File: config.mk
export PLATFORM = sky130hd
export DESIGN_NAME = carousel_stepper_indexer_core
export DESIGN_NICKNAME = d
export VERILOG_FILES = /design/src/rtl/core/csi_pkg.sv /design/src/rtl/core/csi_move_plan.sv /design/src/rtl/core/carousel_stepper_indexer_core.sv
export SDC_FILE = /design/constraint.sdc
export NUM_CORES = 1
export LEC_CHECK = 0
export ABC_AREA = 1
export BUFFER_PORTS_ARGS = -buffer_cell sky130_fd_sc_hd__buf_2
export CAP_MARGIN = 10
export CORE_MARGIN = 2
export CORE_UTILIZATION = 32
export DETAILED_ROUTE_END_ITERATION = 8
export SLEW_MARGIN = 5
export SYNTH_ARGS = -nofsm -noshare
export SYNTH_HDL_FRONTEND = slang
export SYNTH_HIERARCHICAL = 1
export SYNTH_SLANG_ARGS = --single-unit
export TNS_END_PERCENT = 50
File: constraint.sdc
create_clock -name clk_i -period 4.8 [get_ports clk_i]
set_clock_uncertainty 0.1 [all_clocks]
set_input_delay 0.24 -clock clk_i [delete_from_list [all_inputs] [get_ports clk_i]]
set_output_delay 0.24 -clock clk_i [all_outputs]
set_load 0.02 [all_outputs]
File: src/rtl/core/csi_pkg.sv
// ----------------------------------------------------------------------------
// csi_pkg: carousel stepper indexer shared definitions
// Widths, ring size, register indexes, coil patterns and the move plan type.
// ----------------------------------------------------------------------------
package csi_pkg;

  // Carousel geometry
  localparam int unsigned SLOT_COUNT = 6;
  localparam int unsigned SLOT_HALF  = SLOT_COUNT / 2;
  localparam int unsigned SLOT_W     = 5;   // holds 0..31

  // Field and state widths
  localparam int unsigned OFFSET_W   = 4;
  localparam int unsigned CFG_W      = 8;
  localparam int unsigned CFG_IDX_W  = 2;
  localparam int unsigned STEPS_W    = 10;
  localparam int unsigned PROD_W     = SLOT_W + CFG_W;
  localparam int unsigned PHASE_W    = 2;
  localparam int unsigned COIL_W     = 4;

  localparam logic [STEPS_W-1:0] STEPS_MAX = {STEPS_W{1'b1}};

  // Reset values of the configuration registers
  localparam logic [CFG_W-1:0] STEPS_PER_SLOT_RST = 8'd34;
  localparam logic [CFG_W-1:0] STEP_INTERVAL_RST  = 8'd100;

  // Configuration register indexes
  localparam logic [CFG_IDX_W-1:0] REG_STEPS_PER_SLOT = 2'd0;
  localparam logic [CFG_IDX_W-1:0] REG_STEP_INTERVAL  = 2'd1;

  // Item operation codes
  localparam logic OP_TICK = 1'b0;
  localparam logic OP_MOVE = 1'b1;

  // Result of decoding one move request
  typedef struct packed {
    logic               load;     // start a motion
    logic               reverse;  // turn direction
    logic [STEPS_W-1:0] steps;    // motor steps to go
  } move_plan_t;

  // Full-step coil pattern for a phase index
  function automatic logic [COIL_W-1:0] coil_word(input logic [PHASE_W-1:0] phase);
    logic [COIL_W-1:0] word;
    case (phase)
      2'd0:    word = 4'b0101;
      2'd1:    word = 4'b1001;
      2'd2:    word = 4'b1010;
      2'd3:    word = 4'b0110;
      default: word = 4'b0101;
    endcase
    return word;
  endfunction

endpackage

File: src/rtl/core/csi_move_plan.sv
// ----------------------------------------------------------------------------
// csi_move_plan: move request decoder
// Picks the shorter way round the ring and sizes the step count of a move.
// ----------------------------------------------------------------------------
module csi_move_plan
  import csi_pkg::*;
(
  input  logic signed [OFFSET_W-1:0] slot_offset_i,
  input  logic        [CFG_W-1:0]    steps_per_slot_i,
  output move_plan_t                 plan_o
);

  logic                neg;
  logic [OFFSET_W-1:0] mag_raw;
  logic [SLOT_W-1:0]   mag;
  logic                in_range;
  logic                short_way;
  logic [SLOT_W-1:0]   slots;
  logic [PROD_W-1:0]   total;

  assign neg     = slot_offset_i[OFFSET_W-1];
  // most negative offset folds to its own magnitude, which is what we want
  assign mag_raw = neg ? (~slot_offset_i + 1'b1) : slot_offset_i;
  assign mag     = {1'b0, mag_raw};

  assign in_range  = (mag != '0) && (mag < SLOT_W'(SLOT_COUNT));
  assign short_way = (mag <= SLOT_W'(SLOT_HALF));
  assign slots     = short_way ? mag : (SLOT_W'(SLOT_COUNT) - mag);
  assign total     = PROD_W'(slots) * PROD_W'(steps_per_slot_i);

  always_comb begin
    plan_o.reverse = short_way ? neg : ~neg;
    // saturate the step count
    if (total > PROD_W'(STEPS_MAX)) begin
      plan_o.steps = STEPS_MAX;
    end else begin
      plan_o.steps = total[STEPS_W-1:0];
    end
    plan_o.load = in_range && (total != '0);
  end

endmodule

File: src/rtl/core/carousel_stepper_indexer_core.sv
// ----------------------------------------------------------------------------
// carousel_stepper_indexer_core: full-step indexer for a carousel stepper
// Turns slot moves into timed four-phase coil patterns, one result per item.
// ----------------------------------------------------------------------------
// Each accepted item (a tick or a move) yields exactly one result, registered in
// the output register; a new item is taken every clock as long as the output
// register is empty or its result is transferred in the same cycle. The whole
// update of step counter, tick counter and phase index happens in one pass of
// logic between the state registers, so the rate is one item per cycle unless
// the output stalls. Configuration writes are always ready and take effect at once.
module carousel_stepper_indexer_core
  import csi_pkg::*;
(
  input  logic                       clk_i,
  input  logic                       rst_ni,
  // item channel
  input  logic                       in_valid_i,
  output logic                       in_stall_o,
  input  logic                       op_i,
  input  logic signed [OFFSET_W-1:0] slot_offset_i,
  // result channel
  output logic                       out_valid_o,
  input  logic                       out_stall_i,
  output logic        [COIL_W-1:0]   phase_word_o,
  output logic                       phase_valid_o,
  output logic                       busy_res_o,
  output logic                       move_rejected_o,
  // configuration channel
  input  logic                       cfg_valid_i,
  output logic                       cfg_ready_o,
  input  logic        [CFG_IDX_W-1:0] cfg_index_i,
  input  logic        [CFG_W-1:0]    cfg_data_i
);

  logic [CFG_W-1:0]   steps_per_slot_q;
  logic [CFG_W-1:0]   step_interval_q;
  logic [PHASE_W-1:0] phase_index_q, phase_index_d;
  logic [STEPS_W-1:0] steps_left_q, steps_left_d;
  logic               reverse_dir_q, reverse_dir_d;
  logic [CFG_W-1:0]   tick_count_q, tick_count_d;

  logic               out_valid_q;
  logic [COIL_W-1:0]  phase_word_q, phase_word_d;
  logic               phase_valid_q, phase_valid_d;
  logic               busy_q;
  logic               rejected_q, rejected_d;

  logic               in_xfer;
  logic               busy;
  logic [CFG_W:0]     tick_next;
  move_plan_t         plan;

  csi_move_plan u_move_plan (
    .slot_offset_i   (slot_offset_i),
    .steps_per_slot_i(steps_per_slot_q),
    .plan_o          (plan)
  );

  // hold input while a result waits and is not taken
  assign in_stall_o  = out_valid_q & out_stall_i;
  assign in_xfer     = in_valid_i & ~in_stall_o;
  assign cfg_ready_o = 1'b1;

  assign busy      = (steps_left_q != '0);
  assign tick_next = {1'b0, tick_count_q} + 1'b1;

  always_comb begin
    phase_index_d = phase_index_q;
    steps_left_d  = steps_left_q;
    reverse_dir_d = reverse_dir_q;
    tick_count_d  = tick_count_q;
    phase_word_d  = '0;
    phase_valid_d = 1'b0;
    rejected_d    = 1'b0;
    if (op_i == OP_MOVE) begin
      if (busy) begin
        rejected_d = 1'b1;
      end else if (plan.load) begin
        steps_left_d  = plan.steps;
        reverse_dir_d = plan.reverse;
        tick_count_d  = '0;
      end
    end else if (busy) begin
      if (tick_next >= {1'b0, step_interval_q}) begin
        phase_word_d  = coil_word(phase_index_q);
        phase_valid_d = 1'b1;
        // reverse advances the phase, forward backs it off
        phase_index_d = reverse_dir_q ? (phase_index_q + 1'b1) : (phase_index_q - 1'b1);
        steps_left_d  = steps_left_q - 1'b1;
        tick_count_d  = '0;
      end else begin
        tick_count_d  = tick_next[CFG_W-1:0];
      end
    end
  end

  always_ff @(posedge clk_i or negedge rst_ni) begin
    if (!rst_ni) begin
      steps_per_slot_q <= STEPS_PER_SLOT_RST;
      step_interval_q  <= STEP_INTERVAL_RST;
      phase_index_q    <= '0;
      steps_left_q     <= '0;
      reverse_dir_q    <= 1'b0;
      tick_count_q     <= '0;
      out_valid_q      <= 1'b0;
    end else begin
      if (cfg_valid_i && cfg_ready_o) begin
        case (cfg_index_i)
          REG_STEPS_PER_SLOT: steps_per_slot_q <= cfg_data_i;
          REG_STEP_INTERVAL:  step_interval_q  <= cfg_data_i;
          default: ;
        endcase
      end
      if (in_xfer) begin
        phase_index_q <= phase_index_d;
        steps_left_q  <= steps_left_d;
        reverse_dir_q <= reverse_dir_d;
        tick_count_q  <= tick_count_d;
        out_valid_q   <= 1'b1;
      end else if (!out_stall_i) begin
        out_valid_q   <= 1'b0;
      end
    end
  end

  // result payload, loaded on every input transfer
  always_ff @(posedge clk_i) begin
    if (in_xfer) begin
      phase_word_q  <= phase_word_d;
      phase_valid_q <= phase_valid_d;
      busy_q        <= (steps_left_d != '0);
      rejected_q    <= rejected_d;
    end
  end

  assign out_valid_o     = out_valid_q;
  assign phase_word_o    = phase_word_q;
  assign phase_valid_o   = phase_valid_q;
  assign busy_res_o      = busy_q;
  assign move_rejected_o = rejected_q;

endmodule
==> impl_metrics.tcl <==
set metrics [dict create \
    io_pins 30 \
    cp_max_fo 6 \
    drc 0 \
    nets 783 \
    yosys_warnings 6 \
    finalWeightedCongestion 0.849 \
    yosysUniqueCellTypes 41 \
    cts_num_sinks 45 \
    cts_buffer_depth 2 \
    violations "hold timing, setup timing" \
    crit_start "slot_offset_i[1]" \
    overflow 0 \
    initial_utilization_pct 32.8 \
    utilization_pct 42.8 \
    antenna_found_initial 0 \
    slowest_delay_ns 0.52 \
    crit_arrival_ns 4.87 \
    totalWireLength_mm 10.3 \
    clk_pin_slew_worst_paths_ns 0.06 \
    wl_per_cell_um 11.6 \
    crit_top_cell "nand2_1" \
    fin_crit_sh_pct 103 \
    worst_pin_slew_ns 0.884 \
    critPathRequiredTime_ns 4.74 \
    io_buffers 28 \
    ant_nets 0 \
    slowest_stage "fa_1" \
    syn-mean-instance-area_um2 7.11 \
    hold_violations 33 \
    synth_seq_cells 45 \
    synthCells 611 \
    path_class "input port to flip-flop" \
    grt_max_degree 39 \
    synth_nets 688 \
    synth_seq_area_share_pct 26.9 \
    status "finished, violations left" \
    dieHeight_um 120 \
    synth_area_mm2 0.00434 \
    cts_tree "built" \
    detail_route.iter0.violations 306 \
    setup_viol 2 \
    reg2reg_from "steps_per_slot_q[1]" \
    antenna_cells 0 \
    pre_cts_ws_ns -0.582 \
    cp-start-kind "input port" \
    maxCapViolations 0 \
    synth_edf_count 7 \
    die_area_mm2 0.0145 \
    insertion_delay_ns 0.29 \
    first_pass_iters 4 \
    ys.flop_type "dfrtp_1" \
    die_w_um 120 \
    grt_pass1_vias 3910 \
    powerDensity_mw_per_mm2 374 \
    drv_slew 0 \
    grt_pass1_wl_mm 17.6 \
    layout_min_cycle_time_ns 4.93 \
    finalPower_uw 2120 \
    vdd.ir_drop.worst_v 0.000214 \
    hpwl_mm 8.00 \
    fillers 1363 \
    cts_root_buffer "clkbuf_16" \
    whs_ns -0.0422 \
    drive_gt1_share_pct 29.8 \
    cts_buffers 5 \
    async_flop_share_pct 84.4 \
    rows 42 \
    end_kind "flip-flop" \
    hold_path_class "input port to asynchronous set/reset pin" \
    syn_to_final_growth_pct 30.6 \
    rsz0062_at_grt "yes" \
    track_usage_pct 14.6 \
    via_per_inst 4.57 \
    cts-htree-levels 2 \
    max_freq_ghz 0.203 \
    fp.coreArea_mm2 0.0132 \
    routed-via-count 4037 \
    worst_slack_ns -0.132 \
    p_leak_uw 0.00297 \
    maxSlewHeadroom_pct 41.1 \
]
[cell usage in the layout (no fill, tap or decap), drive strengths merged]
master    instances
clkinvlp          1
o21bai            1
nand3b            5
ha               39
dfrtp            33
nand2           164
edfxtp            7
buf              97
a21oi            16
a221oi            1
nor3              3
dfstp             5
nand3            40
nor4              1
xnor2             2
clkinv            2
conb              1
mux2              1
nor2             67
or2               1
o21ai            46
nand4            15
o211ai            3
clkbuf            7
xor2              8
fa               18
a31oi             2
inv             121
[metrics by stage]
step	area (um^2)	cells	hold WS, ns	setup TNS, ns
3_5_place_dp	5180	863	0.315	-6.48
2_1_floorplan	4460	611	-0.156	-0.0438
3_3_place_gp	5180	863	0.318	-5.41
6_report	5670	883	-0.0422	-0.189
4_1_cts	5490	879	0.00529	-0.0971
5_1_grt	5670	883	0.0433	-4.58
[cells in the mapped netlist (all sizes together), types with 7 or more instances]
cell / number / area [um^2]
fa: 18 / 360
ha: 39 / 488
xor2: 8 / 70.1
nor2: 67 / 285
o21ai: 46 / 234
nand2: 163 / 629
a21oi: 16 / 87.6
nand3: 40 / 228
nand4: 15 / 93.8
inv: 122 / 460
dfrtp: 33 / 826
edfxtp: 7 / 210
[routing by layer]
metal	share of wire (%)	wire, um	vias up	global-route usage, %
met5	0	0	-	0
met1	49	5000	1852	20.7
met3	3.7	383	11	2.45
li1	-	-	2108	-
met4	1.0	102	0	2.11
met2	46	4770	66	24.0
[worst max-delay path, delay by kind of cell]
kind / cells / cell delay, ns
AOI/OAI and AO/OA: 3 / 0.25
and+or+nand+nor: 18 / 1.55
adders and majority gates: 6 / 2.19
buffers and inverters: 10 / 0.65
[cell type report]
cell class	count	area (um^2)	share of cell area, %
Sequential cell	45	1170	20.6
Clock buffer	7	154	2.71
Timing Repair inverter	1	3.75	0.0662
Inverter	122	479	8.45
Tap cell	176	220	3.88
Timing Repair Buffer	97	674	11.9
Clock inverter	1	8.76	0.154
Multi-Input combinational cell	434	2960	52.3
[registers in the layout, summed over array words and instances, names as in the netlist]
name,cells
reverse_dir_q,1
tick_count_q,8
phase_index_q,2
out_valid_o,1
move_rejected_o,1
steps_left_q,10
step_interval_q,8
steps_per_slot_q,8
busy_res_o,1
phase_valid_o,1
phase_word_o,4
[what timing repair did]
| item | in CTS | in global routing |
|---|---|---|
| pin swaps | 24 | 38 |
| gates cloned | 1 | 1 |
| endpoints found under the setup margin | 13 | 20 |
| hold buffers | 0 | 0 |
| setup buffers | 7 | 3 |
| resized for setup | 29 | 48 |
[cells by family (layout without fill, tap and decap cells)]
group	count (synthesis)	in the layout	share of synthesized area (%)
AO/OA/AOI/OAI	69	69	8.73
XOR/XNOR	10	10	2.02
adder cells (fa/ha/maj)	57	57	19.5
buffers and inverters	133	228	12.2
flip-flops	45	45	26.9
multiplexers	1	1	0.259
other	1	1	0.0864
AND/OR/NAND/NOR	295	296	30.2
[report_power, final]
| group | internal [uW] | switching, uW | total, uW |
|---|---|---|---|
| combinational | 520 | 654 | 1170 |
| sequential | 483 | 93.0 | 576 |
| clock | 226 | 145 | 371 |
| total | 1230 | 892 | 2120 |
[path summary, 6_finish.rpt]
check / slack [ns] / cells past startpoint / to
worst max-delay path: -0.13 / 37 / busy_res_o
worst min-delay path: -0.04 / 1 / steps_left_q[4]
worst max register to register: 0.19 / 28 / busy_res_o
worst min register to register: 0.38 / 2 / out_valid_o
max in group asynchronous: 4.07 / 1 / step_interval_q[3]
min in group clk_i: 0.05 / 3 / out_valid_o
(Power assumes the default switching activity.)
